==> src/rtl/rgbdc_pkg.sv <==
// Package for the RGB duty command decoder.
// Holds character codes, channel indexes and the colour cycling order type.
// No dependencies.
package rgbdc_pkg;

   // character codes seen on the serial line
   localparam logic [7:0] CHAR_LF     = 8'h0A;
   localparam logic [7:0] CHAR_CR     = 8'h0D;
   localparam logic [7:0] CHAR_TAB    = 8'h09;
   localparam logic [7:0] CHAR_SPACE  = 8'h20;
   localparam logic [7:0] CHAR_PLUS   = 8'h2B;
   localparam logic [7:0] CHAR_MINUS  = 8'h2D;
   localparam logic [7:0] CHAR_ZERO   = 8'h30;
   localparam logic [7:0] CHAR_NINE   = 8'h39;
   localparam logic [7:0] CHAR_D_UP   = 8'h44;
   localparam logic [7:0] CHAR_D_LO   = 8'h64;
   localparam logic [7:0] CHAR_R_UP   = 8'h52;
   localparam logic [7:0] CHAR_R_LO   = 8'h72;
   localparam logic [7:0] CHAR_G_UP   = 8'h47;
   localparam logic [7:0] CHAR_G_LO   = 8'h67;
   localparam logic [7:0] CHAR_B_UP   = 8'h42;
   localparam logic [7:0] CHAR_B_LO   = 8'h62;

   localparam int DUTY_W   = 16;
   localparam int NUM_CH   = 3;
   localparam int CH_RED   = 0;
   localparam int CH_GREEN = 1;
   localparam int CH_BLUE  = 2;

   // byte position inside a three-byte command
   localparam logic [1:0] POS_LETTER = 2'd0;
   localparam logic [1:0] POS_TENS   = 2'd1;

   // colour lit by the next tick in cycling mode
   typedef enum logic [1:0] {
      COLOUR_RED   = 2'd0,
      COLOUR_GREEN = 2'd1,
      COLOUR_BLUE  = 2'd2
   } colour_type;

   // whitespace as the C library sees it: space, tab through carriage return
   function automatic logic is_blank(input logic [7:0] c);
      is_blank = (c == CHAR_SPACE) || (c >= CHAR_TAB && c <= CHAR_CR);
   endfunction

   function automatic logic is_digit(input logic [7:0] c);
      is_digit = (c >= CHAR_ZERO) && (c <= CHAR_NINE);
   endfunction

endpackage

==> src/rtl/rgbdc_atoi.sv <==
// Two-character decimal reader with leading blank and sign, wrapped to 16 bits.
// Depends on rgbdc_pkg for character codes and class functions.
module rgbdc_atoi (
   input  logic [7:0]                   tens_char,
   input  logic [7:0]                   units_char,
   output logic [rgbdc_pkg::DUTY_W-1:0] value
);
   import rgbdc_pkg::*;

   logic [3:0] tens_digit;
   logic [3:0] units_digit;
   logic [6:0] tens_times_ten;
   logic [6:0] magnitude;
   logic       negative;

   assign tens_digit     = tens_char[3:0];
   assign units_digit    = units_char[3:0];
   assign tens_times_ten = {tens_digit, 3'b000} + {2'b00, tens_digit, 1'b0};

   // pick the magnitude by what the first character is
   always_comb begin
      magnitude = '0;
      negative  = 1'b0;
      priority if (is_blank(tens_char)) begin
         // blank then a lone digit; blank then sign leaves no digits
         if (is_digit(units_char)) magnitude = {3'b000, units_digit};
      end else if (tens_char == CHAR_PLUS || tens_char == CHAR_MINUS) begin
         negative = (tens_char == CHAR_MINUS);
         if (is_digit(units_char)) magnitude = {3'b000, units_digit};
      end else if (is_digit(tens_char)) begin
         if (is_digit(units_char)) magnitude = tens_times_ten + {3'b000, units_digit};
         else                      magnitude = {3'b000, tens_digit};
      end else begin
         magnitude = '0;
      end
   end

   // negate in 16 bits for a minus sign
   assign value = negative ? (DUTY_W'(0) - {{(DUTY_W-7){1'b0}}, magnitude})
                           : {{(DUTY_W-7){1'b0}}, magnitude};

endmodule

==> src/rtl/rgb_duty_command_decoder.sv <==
// RGB duty command decoder: parses serial command bytes and cycling ticks.
// Uses rgbdc_pkg and the number reader rgbdc_atoi.
//
// Input channel (req_): one beat is a received byte (req_action 0) or a
// cycling tick (req_action 1). Carriage return and line feed are dropped;
// other bytes form three-byte commands: letter, then two number characters.
// R/G/B (either case) load that channel's duty and set its LED bit to show
// whether the duty is nonzero; D/d flips cycling mode; other letters do nothing.
// Output channel (rsp_): one beat per input beat carrying the three duties,
// the LED bits, the cycling mode and a flag for a completed command.
// The state update and the result register load at the accepting edge, so
// the result is valid in the next cycle.
// Throughput is one beat per cycle, set by the single result register: a
// new beat is taken whenever that register is empty or being emptied.
// While the receiver stalls with a result waiting, req_stall is raised and
// the result holds. Reset clears all duties, LEDs, cycling mode, the colour
// order (red first) and the byte position, and empties the result register.
module rgb_duty_command_decoder (
   input  logic                         clock,
   input  logic                         reset,
   input  logic                         req_valid,
   output logic                         req_stall,
   input  logic                         req_action,
   input  logic [7:0]                   req_rx_byte,
   output logic                         rsp_valid,
   input  logic                         rsp_stall,
   output logic [rgbdc_pkg::DUTY_W-1:0] rsp_duty_red,
   output logic [rgbdc_pkg::DUTY_W-1:0] rsp_duty_green,
   output logic [rgbdc_pkg::DUTY_W-1:0] rsp_duty_blue,
   output logic [2:0]                   rsp_led_bits,
   output logic                         rsp_cycle_mode,
   output logic                         rsp_command_done
);
   import rgbdc_pkg::*;

   // command state
   logic [1:0]        byte_count_ff, byte_count_in;
   logic [7:0]        letter_ff, letter_in;
   logic [7:0]        tens_ff, tens_in;
   logic [DUTY_W-1:0] duty_ff [NUM_CH];
   logic [DUTY_W-1:0] duty_in [NUM_CH];
   logic [2:0]        led_ff, led_in;
   logic              cycle_ff, cycle_in;
   colour_type        colour_ff, colour_in;
   logic              done_in;

   // result register
   logic              rsp_valid_ff, rsp_valid_in;
   logic [DUTY_W-1:0] rsp_red_ff, rsp_green_ff, rsp_blue_ff;
   logic [2:0]        rsp_led_ff;
   logic              rsp_cycle_ff, rsp_done_ff;

   logic              accept;
   logic [DUTY_W-1:0] number;

   assign req_stall = rsp_valid_ff && rsp_stall;
   assign accept    = req_valid && !req_stall;

   rgbdc_atoi u_atoi (
      .tens_char  (tens_ff),
      .units_char (req_rx_byte),
      .value      (number)
   );

   // decode one beat into the next command state
   always_comb begin
      byte_count_in = byte_count_ff;
      letter_in     = letter_ff;
      tens_in       = tens_ff;
      duty_in       = duty_ff;
      led_in        = led_ff;
      cycle_in      = cycle_ff;
      colour_in     = colour_ff;
      done_in       = 1'b0;
      if (req_action) begin
         if (cycle_ff) begin
            unique case (colour_ff)
               COLOUR_RED: begin
                  led_in    = 3'b001;
                  colour_in = COLOUR_GREEN;
               end
               COLOUR_GREEN: begin
                  led_in    = 3'b010;
                  colour_in = COLOUR_BLUE;
               end
               COLOUR_BLUE: begin
                  led_in    = 3'b100;
                  colour_in = COLOUR_RED;
               end
               default: colour_in = COLOUR_RED;
            endcase
         end
      end else if (req_rx_byte != CHAR_LF && req_rx_byte != CHAR_CR) begin
         priority if (byte_count_ff == POS_LETTER) begin
            letter_in     = req_rx_byte;
            byte_count_in = POS_TENS;
         end else if (byte_count_ff == POS_TENS) begin
            tens_in       = req_rx_byte;
            byte_count_in = byte_count_ff + 2'd1;
         end else begin
            byte_count_in = POS_LETTER;
            done_in       = 1'b1;
            unique case (letter_ff)
               CHAR_D_UP, CHAR_D_LO: cycle_in = !cycle_ff;
               CHAR_R_UP, CHAR_R_LO: begin
                  duty_in[CH_RED] = number;
                  led_in[CH_RED]  = (number != '0);
               end
               CHAR_G_UP, CHAR_G_LO: begin
                  duty_in[CH_GREEN] = number;
                  led_in[CH_GREEN]  = (number != '0);
               end
               CHAR_B_UP, CHAR_B_LO: begin
                  duty_in[CH_BLUE] = number;
                  led_in[CH_BLUE]  = (number != '0);
               end
               default: ;
            endcase
         end
      end
   end

   // advance state on an accepted beat
   always_ff @(posedge clock) begin
      if (reset) begin
         byte_count_ff <= POS_LETTER;
         letter_ff     <= '0;
         tens_ff       <= '0;
         for (int i = 0; i < NUM_CH; i++) duty_ff[i] <= '0;
         led_ff        <= '0;
         cycle_ff      <= 1'b0;
         colour_ff     <= COLOUR_RED;
      end else if (accept) begin
         byte_count_ff <= byte_count_in;
         letter_ff     <= letter_in;
         tens_ff       <= tens_in;
         duty_ff       <= duty_in;
         led_ff        <= led_in;
         cycle_ff      <= cycle_in;
         colour_ff     <= colour_in;
      end
   end

   // fill on accept, drain when taken
   always_comb begin
      rsp_valid_in = rsp_valid_ff;
      if (accept)                        rsp_valid_in = 1'b1;
      else if (rsp_valid_ff && !rsp_stall) rsp_valid_in = 1'b0;
   end

   always_ff @(posedge clock) begin
      if (reset) rsp_valid_ff <= 1'b0;
      else       rsp_valid_ff <= rsp_valid_in;
   end

   // load the result beat
   always_ff @(posedge clock) begin
      if (accept) begin
         rsp_red_ff   <= duty_in[CH_RED];
         rsp_green_ff <= duty_in[CH_GREEN];
         rsp_blue_ff  <= duty_in[CH_BLUE];
         rsp_led_ff   <= led_in;
         rsp_cycle_ff <= cycle_in;
         rsp_done_ff  <= done_in;
      end
   end

   assign rsp_valid        = rsp_valid_ff;
   assign rsp_duty_red     = rsp_red_ff;
   assign rsp_duty_green   = rsp_green_ff;
   assign rsp_duty_blue    = rsp_blue_ff;
   assign rsp_led_bits     = rsp_led_ff;
   assign rsp_cycle_mode   = rsp_cycle_ff;
   assign rsp_command_done = rsp_done_ff;

endmodule

==> config.mk <==
export PLATFORM = sky130hd
export DESIGN_NAME = rgb_duty_command_decoder
export DESIGN_NICKNAME = d
export VERILOG_FILES = /design/src/rtl/rgbdc_pkg.sv /design/src/rtl/rgbdc_atoi.sv /design/src/rtl/rgb_duty_command_decoder.sv
export SDC_FILE = /design/constraint.sdc
export NUM_CORES = 1
export LEC_CHECK = 0
export BUFFER_PORTS_ARGS = -buffer_cell sky130_fd_sc_hd__buf_4
export CAP_MARGIN = 20
export CORE_ASPECT_RATIO = 1.5
export CORE_MARGIN = 5
export CORE_UTILIZATION = 53
export DETAILED_ROUTE_END_ITERATION = 6
export PLACE_DENSITY = 0.76
export SYNTH_ARGS = -nofsm -noshare
export SYNTH_HDL_FRONTEND = slang
export SYNTH_SLANG_ARGS = --single-unit
==> constraint.sdc <==
create_clock -name clock -period 3.3 [get_ports clock]
set_input_delay 0.165 -clock clock [delete_from_list [all_inputs] [get_ports clock]]
set_output_delay 0.165 -clock clock [all_outputs]
set_load 0.005 [all_outputs]
==> impl_metrics.py <==
metrics = {
    "power": {
        "swShare_pct": 21.82,
        "p_switching_mw": 0.8166,
        "comb_power_share_pct": 7.5,
        "pwr-share-seq_pct": 46.4,
        "ir_worst_vdd_uv": 401.0,
        "finalPower_mw": 3.742,
        "p_int_mw": 2.926,
        "clockPowerShare_pct": 46.0,
        "power.density_mw_per_mm2": 533.6,
        "p_leak_nw": 2.932,
    },
    "synth": {
        "ys.flop_type": "dfxtp_1",
        "synth_edf_count": 53,
        "synth_compound_area_share_pct": 17.77,
        "yosysUniqueCellTypes": 68,
        "synth-xor-area-share_pct": 1.200,
        "synthAdderAreaFrac_pct": 2.401,
        "syn_nets": 581,
        "synth-warning-count": 0,
        "yosysTopAreaCellShare_pct": 27.27,
        "synth_top_family_by_area": "simple AND/OR/NAND/NOR gates",
        "synth_mux_area_share_pct": 4.502,
        "synth_common_cells": "75 x nor2_1, 72 x dfxtp_1, 53 x edfxtp_1, 42 x nand2_1, 33 x nor3_1",
        "syn_inst": 558,
        "synthArstFlopShare_pct": 0,
        "synth-simple-area-share_pct": 18.33,
        "synth_area_sq_mm": 0.005837,
        "ys_seq_elements": 125,
        "yosys-top-cells-area": "edfxtp_1 27%, dfxtp_1 25%, nor2_1 4.8%",
        "syn_area_per_cell_sq_um": 10.46,
        "yosysSeqAreaShare_pct": 51.96,
        "synth_top_cell_by_area": "edfxtp_1",
        "synth_most_common_cell": "nor2_1",
    },
    "detailed_routing": {
        "ant_nets": 0,
        "dr.pass1.iters": 5,
        "drt-vias-per-instance": 5.637,
        "drc": 0,
        "dr.first_iter.drc_count": 267,
        "wl_per_cell_microns": 15.82,
        "totalWireLength_microns": 12370,
        "vias": 4408,
    },
    "floorplan": {
        "io_pins": 68,
        "initial_core_util_pct": 53.36,
        "chipHeight_microns": 138.5,
        "core_area_sq_mm": 0.01094,
        "rows": 47,
        "die_area_sq_mm": 0.01326,
        "die_x_microns": 95.69,
    },
    "grt": {
        "overflow": 0,
        "globalRouteMet1Util_pct": 22.76,
        "met2_usage_pct": 33.69,
        "grt_pass1_vias": 4325,
        "antenna_found_initial": 0,
        "grt_pass1_wl_microns": 20510,
        "globalRouteMet3Util_pct": 4.995,
        "grt_max_degree": 74,
        "busiest_layer": "met2",
        "track_usage_pct": 19.58,
    },
    "critical_path": {
        "path_class": "reg2reg",
        "critPathArrivalTime_ns": 3.30,
        "required_ns": 3.46,
        "start_kind": "register",
        "worstPathMaxFanout": 5,
        "end_kind": "register",
    },
    "finish": {
        "drive_gt1_share_pct": 23.78,
        "final_area_sq_mm": 0.007013,
        "syn_to_final_growth_pct": 20.15,
        "nets": 645,
        "num_antenna_cells": 0,
    },
    "placed_design": {
        "postPlaceCellArea_sq_mm": 0.006444,
        "hpwl_microns": 8269,
        "place_congestion": 0.8843,
        "io_buffers": 67,
    },
    "sta": {
        "timing.slew.headroom_pct": 42.00,
        "rsz0062_at_grt": "yes",
        "fin_crit_sh_pct": 95.08,
        "worst_pin_slew_ns": 0.8481,
        "finalSetupViolations": 0,
        "hold_viol": 0,
        "finClkSkew_ns": 0.007275,
        "slew_violations": 0,
        "fmax_mhz": 318.7,
        "post-route-min-period_ns": 3.138,
        "whs_ns": 0.03699,
        "tns_ns": 0,
    },
    "clocking": {
        "cts_tree": "yes",
        "cts_num_sinks": 125,
        "cts_buffers": 17,
        "cts-root-buf": "clkbuf_16",
        "cts_setup_buffers": 0,
        "htreeDepth": 4,
        "cts.reportedPaths.clkPinSlew_ns": 0.05,
        "worstSkewPairLatency_ns": 0.41,
        "clock_path_buffers": 2,
    },
    "hold_path": {
        "hold_path_class": "in2reg",
    },
    "status": {
        "status": "finished clean",
    },
    "job": {
        "drv_cap": 0,
    },
}
-- critical path, cell delays in order, from the launching register on --
cell	delay (ns)
dfxtp_1	0.32
inv_1	0.06
fa_1	0.50
inv_1	0.07
fa_1	0.46
xor2_1	0.17
o211ai_1	0.16
a21oi_1	0.09
a41o_2	0.28
a2111oi_4	0.34
o211ai_2	0.21
o21a_1	0.24
-- registers in the layout (all words and copies together), names as in the netlist --
register	flops
rsp_led_bits	3
byte_count_ff	2
rsp_duty_red	16
letter_ff	7
rsp_duty_blue	16
tens_ff	8
cycle_ff	1
rsp_duty_green	16
led_ff	3
rsp_valid	1
rsp_command_done	1
rsp_cycle_mode	1
colour_ff	2
duty_ff	48
-- cell usage in the layout (no fill, tap or decap), types with 7 or more instances in the layout --
cell type	Yosys	final
edfxtp_1	53	53
buf_4	4	79
nand3_1	8	8
o21ai_1	9	9
dfxtp_1	72	72
nor2_1	75	74
o21ai_0	15	15
a211oi_1	31	31
inv_1	7	7
nor3_1	33	33
ha_1	8	8
a21o_1	29	29
nand2_1	42	41
a21oi_1	28	28
clkbuf_16	0	17
mux2i_1	15	15
-- per-layer routing --
layer	wire, microns	up-vias
li1	-	2162
met1	5027	2117
met2	6581	102
met3	479	27
met4	283	0
met5	0	-
-- through the flow --
| stage | worst slack [ns] | util [%] | instances |
|---|---|---|---|
| 3_3_place_gp | 0.1401 | 58.91 | 749 |
| 4_1_cts | 0.07417 | 63.98 | 782 |
| 3_5_place_dp | 0.03619 | 58.91 | 749 |
| 6_report | 0.1624 | 64.12 | 782 |
| 5_1_grt | -0.01109 | 64.12 | 782 |
| 2_1_floorplan | 0.1596 | - | 558 |
-- area by class of cell --
cell class                      count  area, sq um
Fill cell                         915         3925
Timing Repair Buffer               81        623.1
Inverter                            8        31.28
Clock inverter                     10        100.1
Sequential cell                   125         3033
Tap cell                          147        183.9
Multi-Input combinational cell    389         2597
Clock buffer                       22        444.2
-- repair_timing --
action	4_1_cts	5_1_grt
hold buffers	1	0
endpoints found under the hold margin	1	0
gates resized for setup	0	2
setup endpoints to repair	0	2
-- power by group through the flow --
stage                     registers (mW)  logic, mW  clock network, mW
final                               1.74      0.282               1.72
after global routing                1.75      0.313               1.81
after CTS                           1.74      0.287               1.74
after detailed placement            1.77      0.283                  0
after global placement              1.76      0.274                  0
after floorplan                     1.77      0.162                  0
-- final timing paths --
path                  startpoint         endpoint  cells past startpoint  slack [ns]
hold / removal    req_rx_byte[7]     letter_ff[7]                      3        0.04
setup / recovery      tens_ff[0]  rsp_led_bits[0]                     11        0.16
setup reg to reg      tens_ff[0]  rsp_led_bits[0]                     11        0.16
hold reg to reg       duty_ff[2]       duty_ff[2]                      2        0.45
-- logic make-up (layout without fill, tap and decap cells) --
logic type	count (synthesis)	after routing
AND/OR/NAND/NOR	205	205
flip-flops	125	125
multiplexers	24	24
buffers and inverters	44	121
adder cells (fa/ha/maj)	10	10
XOR/XNOR	8	8
AO/OA/AOI/OAI	142	142
Power figures use the tool's default switching activity.
